### src/design/iapm_pkg.sv
// Shared types, constants and the level-scale helper for the peak meter.
package iapm_pkg;

	localparam int MAX_CHANNELS = 8;
	localparam int CH_LIMIT_I = (MAX_CHANNELS < 8) ? MAX_CHANNELS : 8;
	localparam logic [3:0] CH_LIMIT = 4'(CH_LIMIT_I);
	localparam logic [3:0] COUNT_RESET = 4'd2;
	localparam int LOG_STEPS = 24;
	localparam logic [14:0] FULL_SCALE = 15'h7fff;
	localparam logic [22:0] DB_SCALE_Q16 = 23'd6313057;
	localparam logic signed [11:0] SILENCE_DB = -12'sd1600;

	function automatic logic [27:0] log2_q24(input logic [14:0] p);
		logic [63:0] x;
		logic [23:0] frac;
		logic [3:0] n;
		n = 4'd0;
		frac = 24'd0;
		for (int i = 1; i < 15; i++) begin
			if (p[i]) begin
				n = 4'(i);
			end
		end
		x = 64'(p) << (6'd30 - 6'(n));
		for (int i = 0; i < LOG_STEPS; i++) begin
			x = (x * x) >> 30;
			frac = frac << 1;
			if (x >= (64'd1 << 31)) begin
				x = x >> 1;
				frac[0] = 1'b1;
			end
		end
		return {n, frac};
	endfunction

	localparam logic [27:0] LOG2_FS = log2_q24(FULL_SCALE);

	typedef struct packed {
		logic       accept;
		logic       clear;
		logic       load;
		logic       iter;
		logic       diff;
		logic       scale;
		logic       put;
		logic [2:0] chan;
		logic       last;
	} iapm_cmd_t;

	typedef struct packed {
		logic [3:0] count;
		logic       out_free;
	} iapm_stat_t;

endpackage

### src/design/iapm_ctl.sv
// Sequencer that gathers samples and steps the level computation per channel.
module iapm_ctl (
	input  logic                clk,
	input  logic                arst_n,
	input  logic                in_valid,
	input  logic                frame_end,
	input  iapm_pkg::iapm_stat_t stat,
	output iapm_pkg::iapm_cmd_t  cmd,
	output logic                busy
);
	import iapm_pkg::*;

	localparam logic [2:0] ST_IDLE  = 3'd0;
	localparam logic [2:0] ST_LOAD  = 3'd1;
	localparam logic [2:0] ST_ITER  = 3'd2;
	localparam logic [2:0] ST_DIFF  = 3'd3;
	localparam logic [2:0] ST_SCALE = 3'd4;
	localparam logic [2:0] ST_PUT   = 3'd5;
	localparam logic [4:0] ITER_LAST = 5'(LOG_STEPS - 1);

	logic [2:0] state_q, state_d;
	logic [2:0] chan_q, chan_d;
	logic [4:0] step_q, step_d;
	logic       last;

	assign last = ({1'b0, chan_q} + 4'd1) == stat.count;
	assign busy = state_q != ST_IDLE;

	always_comb begin
		state_d = state_q;
		chan_d = chan_q;
		step_d = step_q;
		cmd = '0;
		cmd.chan = chan_q;
		cmd.last = last;
		case (state_q)
			ST_IDLE: begin
				cmd.accept = in_valid;
				if (in_valid && frame_end) begin
					chan_d = 3'd0;
					state_d = ST_LOAD;
				end
			end
			ST_LOAD: begin
				cmd.load = 1'b1;
				step_d = 5'd0;
				state_d = ST_ITER;
			end
			ST_ITER: begin
				cmd.iter = 1'b1;
				step_d = step_q + 5'd1;
				if (step_q == ITER_LAST) begin
					state_d = ST_DIFF;
				end
			end
			ST_DIFF: begin
				cmd.diff = 1'b1;
				state_d = ST_SCALE;
			end
			ST_SCALE: begin
				cmd.scale = 1'b1;
				state_d = ST_PUT;
			end
			ST_PUT: begin
				if (stat.out_free) begin
					cmd.put = 1'b1;
					if (last) begin
						cmd.clear = 1'b1;
						state_d = ST_IDLE;
					end else begin
						chan_d = chan_q + 3'd1;
						state_d = ST_LOAD;
					end
				end
			end
			default: begin
				state_d = ST_IDLE;
			end
		endcase
	end

	always_ff @(posedge clk or negedge arst_n) begin
		if (!arst_n) begin
			state_q <= ST_IDLE;
			chan_q <= 3'd0;
			step_q <= 5'd0;
		end else begin
			state_q <= state_d;
			chan_q <= chan_d;
			step_q <= step_d;
		end
	end

endmodule

### src/design/iapm_dp.sv
// Peak registers, channel rotation, log2 squaring unit, scaling and output register.
module iapm_dp (
	input  logic                 clk,
	input  logic                 arst_n,
	input  iapm_pkg::iapm_cmd_t  cmd,
	output iapm_pkg::iapm_stat_t stat,
	input  logic                 cfg_valid,
	input  logic [3:0]           cfg_data,
	input  logic signed [15:0]   sample_value,
	output logic                 out_valid,
	input  logic                 out_stall,
	output logic [2:0]           channel_index,
	output logic signed [11:0]   level_db,
	output logic                 last_channel
);
	import iapm_pkg::*;

	logic [3:0]  count_q;
	logic [3:0]  count;
	logic [2:0]  pos_q;
	logic [2:0]  pos_in;
	logic [3:0]  pos_next;
	logic [14:0] peak_q [8];
	logic [15:0] raw_mag;
	logic [14:0] mag;
	logic [14:0] sel_peak;
	logic [3:0]  msb;
	logic [30:0] x_q;
	logic [61:0] sq;
	logic [23:0] frac_q;
	logic [3:0]  n_q;
	logic        zero_q;
	logic [27:0] m_q;
	logic [50:0] prod_q;
	logic [51:0] rounded;
	logic [11:0] db_mag;
	logic        out_valid_q;

	always_comb begin
		if (count_q == 4'd0) begin
			count = 4'd1;
		end else if (count_q > CH_LIMIT) begin
			count = CH_LIMIT;
		end else begin
			count = count_q;
		end
	end

	assign stat.count = count;
	assign stat.out_free = !out_valid_q || !out_stall;

	assign raw_mag = sample_value[15] ? 16'(-sample_value) : 16'(sample_value);
	assign mag = (raw_mag > 16'(FULL_SCALE)) ? FULL_SCALE : raw_mag[14:0];

	assign pos_in = ({1'b0, pos_q} >= count) ? 3'd0 : pos_q;
	assign pos_next = ({1'b0, pos_in} + 4'd1 >= count) ? 4'd0 : {1'b0, pos_in} + 4'd1;

	assign sel_peak = peak_q[cmd.chan];

	always_comb begin
		msb = 4'd0;
		for (int i = 1; i < 15; i++) begin
			if (sel_peak[i]) begin
				msb = 4'(i);
			end
		end
	end

	assign sq = 62'(x_q) * 62'(x_q);
	assign rounded = {1'b0, prod_q} + (52'd1 << 39);
	assign db_mag = rounded[51:40];

	always_ff @(posedge clk or negedge arst_n) begin
		if (!arst_n) begin
			count_q <= COUNT_RESET;
			pos_q <= 3'd0;
			out_valid_q <= 1'b0;
			for (int i = 0; i < 8; i++) begin
				peak_q[i] <= 15'd0;
			end
		end else begin
			if (cfg_valid) begin
				count_q <= cfg_data;
			end
			if (cmd.clear) begin
				pos_q <= 3'd0;
				for (int i = 0; i < 8; i++) begin
					peak_q[i] <= 15'd0;
				end
			end else if (cmd.accept) begin
				pos_q <= pos_next[2:0];
				for (int i = 0; i < 8; i++) begin
					if (pos_in == 3'(i) && mag > peak_q[i]) begin
						peak_q[i] <= mag;
					end
				end
			end
			if (cmd.put) begin
				out_valid_q <= 1'b1;
			end else if (!out_stall) begin
				out_valid_q <= 1'b0;
			end
		end
	end

	always_ff @(posedge clk) begin
		if (cmd.load) begin
			x_q <= 31'(sel_peak) << (5'd30 - 5'(msb));
			n_q <= msb;
			zero_q <= sel_peak == 15'd0;
			frac_q <= 24'd0;
		end
		if (cmd.iter) begin
			frac_q <= {frac_q[22:0], sq[61]};
			x_q <= sq[61] ? sq[61:31] : sq[60:30];
		end
		if (cmd.diff) begin
			m_q <= LOG2_FS - {n_q, frac_q};
		end
		if (cmd.scale) begin
			prod_q <= 51'(m_q) * 51'(DB_SCALE_Q16);
		end
		if (cmd.put) begin
			channel_index <= cmd.chan;
			last_channel <= cmd.last;
			level_db <= zero_q ? SILENCE_DB : $signed(12'd0 - db_mag);
		end
	end

	assign out_valid = out_valid_q;

endmodule

### src/design/interleaved_audio_peak_meter_db.sv
// Top level of the interleaved audio peak meter with levels in 1/16 dBFS.
//
// Input channel: in_valid/in_stall carry one signed sample per item plus a
// frame_end flag; channels rotate from 0 up to one below the configured count.
// Configuration: cfg_valid/cfg_ready write the 4-bit channel count; cfg_ready
// is always high. Write only while idle with all results taken.
// Output channel: out_valid/out_stall carry one level per channel, in channel
// order, with last_channel set on the final one.
// A sample without frame_end does not stall the input; samples can follow
// back to back. A sample with frame_end stalls the input while levels are
// computed: each channel goes through load, 24 squaring steps of the log2
// unit, difference, scale multiply and output write, and the input reopens
// on the cycle the last level enters the output register.
// If the receiver stalls, the sequencer holds the computed level until
// the output register frees, and the input stays stalled meanwhile; only the
// last level of a frame, once in the output register, leaves the input open.
// Reset clears all peaks and the channel position and sets the count to 2.
module interleaved_audio_peak_meter_db (
	input  logic               clk,
	input  logic               arst_n,
	input  logic               in_valid,
	output logic               in_stall,
	input  logic signed [15:0] sample_value,
	input  logic               frame_end,
	output logic               out_valid,
	input  logic               out_stall,
	output logic [2:0]         channel_index,
	output logic signed [11:0] level_db,
	output logic               last_channel,
	input  logic               cfg_valid,
	output logic               cfg_ready,
	input  logic [3:0]         cfg_data
);
	import iapm_pkg::*;

	iapm_cmd_t  cmd;
	iapm_stat_t stat;
	logic       busy;

	assign cfg_ready = 1'b1;
	assign in_stall = busy;

	iapm_ctl u_ctl (
		.clk      (clk),
		.arst_n   (arst_n),
		.in_valid (in_valid),
		.frame_end(frame_end),
		.stat     (stat),
		.cmd      (cmd),
		.busy     (busy)
	);

	iapm_dp u_dp (
		.clk          (clk),
		.arst_n       (arst_n),
		.cmd          (cmd),
		.stat         (stat),
		.cfg_valid    (cfg_valid && cfg_ready),
		.cfg_data     (cfg_data),
		.sample_value (sample_value),
		.out_valid    (out_valid),
		.out_stall    (out_stall),
		.channel_index(channel_index),
		.level_db     (level_db),
		.last_channel (last_channel)
	);

	a_frame_end_busy: assert property (@(posedge clk) disable iff (!arst_n)
		in_valid && !in_stall && frame_end |=> in_stall)
		else $error("input not stalled after frame end");

	a_sample_open: assert property (@(posedge clk) disable iff (!arst_n)
		in_valid && !in_stall && !frame_end |=> !in_stall)
		else $error("input stalled after plain sample");

	a_last_matches: assert property (@(posedge clk) disable iff (!arst_n)
		out_valid |-> (last_channel == (({1'b0, channel_index} + 4'd1) == stat.count)))
		else $error("last_channel does not match channel count");

	a_no_put_when_full: assert property (@(posedge clk) disable iff (!arst_n)
		cmd.put |-> (!out_valid || !out_stall))
		else $error("level written over a held item");

endmodule

### config.mk
export PLATFORM = sky130hd
export DESIGN_NAME = interleaved_audio_peak_meter_db
export DESIGN_NICKNAME = d
export VERILOG_FILES = /design/src/design/iapm_pkg.sv /design/src/design/iapm_ctl.sv /design/src/design/iapm_dp.sv /design/src/design/interleaved_audio_peak_meter_db.sv
export SDC_FILE = /design/constraint.sdc
export NUM_CORES = 2
export LEC_CHECK = 0
export ABC_AREA = 0
export BUFFER_PORTS_ARGS = -buffer_cell sky130_fd_sc_hd__buf_4
export CORE_UTILIZATION = 60
export DETAILED_ROUTE_END_ITERATION = 16
export PLACE_DENSITY = 0.72
export RECOVER_POWER = 25
export SYNTH_ARGS = -nofsm -noshare
export SYNTH_HDL_FRONTEND = slang
export SYNTH_SLANG_ARGS = --single-unit
### constraint.sdc
create_clock -name clk -period 15.57 [get_ports clk]
set_input_delay 0 -clock clk [delete_from_list [all_inputs] [get_ports clk]]
set_output_delay 0 -clock clk [all_outputs]
set_load 0.01 [all_outputs]
==> metrics.txt <==
gr ovfl total 0; Fin. Hold Viols 0; CTS sink count 255; Clock Latency Late Sink between 0.5 and 0.6 ns; routability cong. around 0.96; die area 85400 um^2; largest cells by area after synthesis fa_1 (35%), ha_1 (17%), inv_1 (9.8%); library cells used by synthesis 97; hpwl dp 97500 um; Post-synth EDFFs 116; post-synth net total between 6000 and 7000; starting density of the core 0.605; CP max FO 28; most numerous cell in the Yosys netlist inv_1; Die Y 292 um; ys flop type dfrtp_1; Synth area leader fa_1; initial antenna violation count 1; layout cell share with drive strength beyond 1 0.0424; critical path data required time 15.91 ns; largest net degree at the start of global routing around 100; Synth Register Bits approximately 260; type of the worst setup path reg -> reg; status complete, but fails checks; vias per cell between 5 and 6; RSZ-0062 raised after global routing no; Finish-stage setup viols 0; final max-slew violation count 96; post-synthesis sequential area ratio 0.138; Die W between 200 and 300 um; fillers between 6000 and 7000; Pre-antenna DRT Iters 5; Final Util 0.636; # rows about 110; Routed WL per cell roughly 20 um; Final ANT Viol Nets 0; Ys Warns 0; relative slew slack -1.31; Synth top area share 0.345; first-pass GRT wire length ~200000 um; DR vias around 36000; clock-pin slew on the worst setup and hold paths about 0.070 ns; WL final approximately 120000 um; Post-synth top cells inv_1 (1317), fa_1 (872), ha_1 (682), nand2_1 (400), nor2_1 (243); Hold WC Path Type in -> reg; Total Nets Final 6768; clock root buffer clkbuf_16; async set-reset flop share out of synthesis 0.545; Fmax between 100 and 150 MHz; synth-to-layout area growth 5.15%; Reg area a little under 7000 um^2; CP Capture Type flip-flop; maxcap violations 2; Post CTS Setup Buffer Count 0; Hold Buf Count CTS 22; post-cts sizing count 0; syn_area_per_cell 9.71 um^2; Least-Margin Pin Slew around 3.5 ns; min Tclk post-route roughly 9.4 ns; IO Pins 45; # port buffers 43; total global-route track usage 0.302; Multi-input gate area 38000 um^2; post-route clock skew around 0.019 ns; Mapped Area between 50000 and 60000 um^2; Max Root-Sink Buffers 3; Cells after Synth roughly 5200; final critical-path share of the clock period 0.601; core area between 80000 and 90000 um^2; Num CTS Buffers 30; DRT iter0 DRCs ~2500; # H-tree levels 1; CTS tree done; setup tns final 0 ns; DRC viols 0; failing checks max-capacitance violations, max-slew violations; vias in the first global route approximately 39000; worst path arrival time 9.70 ns; Setup crit start kind flip-flop
[worst paths after layout]
path,startpoint,endpoint,slack [ns],cells after the start
min in group asynchronous,arst_n,u_dp.peak_q[59]$_DFFE_PN0P_,1.68,3
setup / recovery,u_dp.x_q[15]$_DFFE_PP_,u_dp.x_q[16]$_DFFE_PP_,6.21,26
setup reg to reg,u_dp.x_q[15]$_DFFE_PP_,u_dp.x_q[16]$_DFFE_PP_,6.21,26
max in group asynchronous,arst_n,u_ctl.step_q[0]$_DFFE_PN0P_,11.47,4
hold reg to reg,u_ctl.step_q[0]$_DFFE_PN0P_,u_ctl.step_q[0]$_DFFE_PN0P_,0.52,1
hold / removal,sample_value[14],u_dp.peak_q[59]$_DFFE_PN0P_,0.03,5
[registers in the layout (all words and copies together), names as in the netlist, 4 cells and up]
register,count
u_dp.x_q,31
u_dp.count_q,4
u_dp.m_q,28
u_ctl.step_q,5
u_dp.peak_q,120
u_dp.frac_q,24
u_dp.n_q,4
u_dp.prod_q,12
u_dp.level_db,12
[critical path, cell delays in order (launching register included)]
cell and delay [ns]:
edfxtp_1 0.33, buf_4 0.41, clkinv_1 0.45, nor2_1 0.37
fa_1 0.50, fa_1 0.55, inv_1 0.05, fa_1 0.55
fa_1 0.45, fa_1 0.55, inv_1 0.05, fa_1 0.45
fa_1 0.53, fa_1 0.44, ha_1 0.38, and4_1 0.24
nand3_1 0.15, nor3_1 0.27, nand4_1 0.15, a31o_2 0.35
o41a_1 0.38, o21a_1 0.25, o21ai_4 0.22, xnor2_2 0.13
buf_4 0.33, nand2_1 0.27, o221a_2 0.30
[logic make-up after synthesis]
family	count (synthesis)	synth area share
buf+inv	1493	0.112
simple gates	1108	0.104
fa+ha+maj	1554	0.514
xor+xnor	125	0.0223
mux	85	0.0271
compound gates	585	0.0822
other cells	1	0.0000742
flops	255	0.138
[metal layers]
metal  GRT usage  up-vias  share of wire
li1            -    16400              -
met5           0        -       0.000073
met1       0.417    18200           0.42
met4      0.0760        2          0.028
met3      0.0372      261          0.073
met2       0.506     1222           0.48
[cell usage in the layout, fill, tap and decap left out, types with 28 or more instances in the layout]
cell,synthesis,final
mux4_2,28,28
inv_1,1317,1316
xor2_1,66,66
o21ai_0,78,78
nor2b_1,34,34
o21a_1,42,42
clkbuf_16,0,31
nand3_1,55,54
mux2i_1,35,35
a211oi_1,42,42
a311oi_1,76,76
nor2_1,243,243
and2_1,195,194
nand4_1,47,47
ha_1,682,682
dfrtp_1,138,138
buf_4,4,79
and3_1,39,39
xnor2_1,56,56
fa_1,872,872
edfxtp_1,116,116
a21o_1,64,64
nor3_1,32,32
nand2_1,400,400
a21oi_1,124,124
[cell type report]
type                            count  area share
Multi-Input combinational cell   3458       0.715
Sequential cell                   255       0.131
Inverter                         1321      0.0934
Tap cell                         1080      0.0254
Timing Repair Buffer              122      0.0169
Clock buffer                       40      0.0156
Clock inverter                     16     0.00287
Antenna cell                        1   0.0000471
[stage by stage]
stage / instances / cell area [um^2] / hold WS (ns) / setup WS [ns]
CTS: 6292 / 53200 / 0.00977 / 6.25
global placement: 6214 / 52000 / 0.0272 / 6.47
finish: 6293 / 53100 / 0.0312 / 6.21
global route: 6292 / 53100 / 0.0486 / 5.81
detailed placement: 6214 / 52000 / 0.0389 / 6.30
floorplan: 5206 / 50500 / -0.296 / 7.54
Power is not shown: default switching activity piles up to over one toggle a cycle in this logic, so the estimate is an artifact.
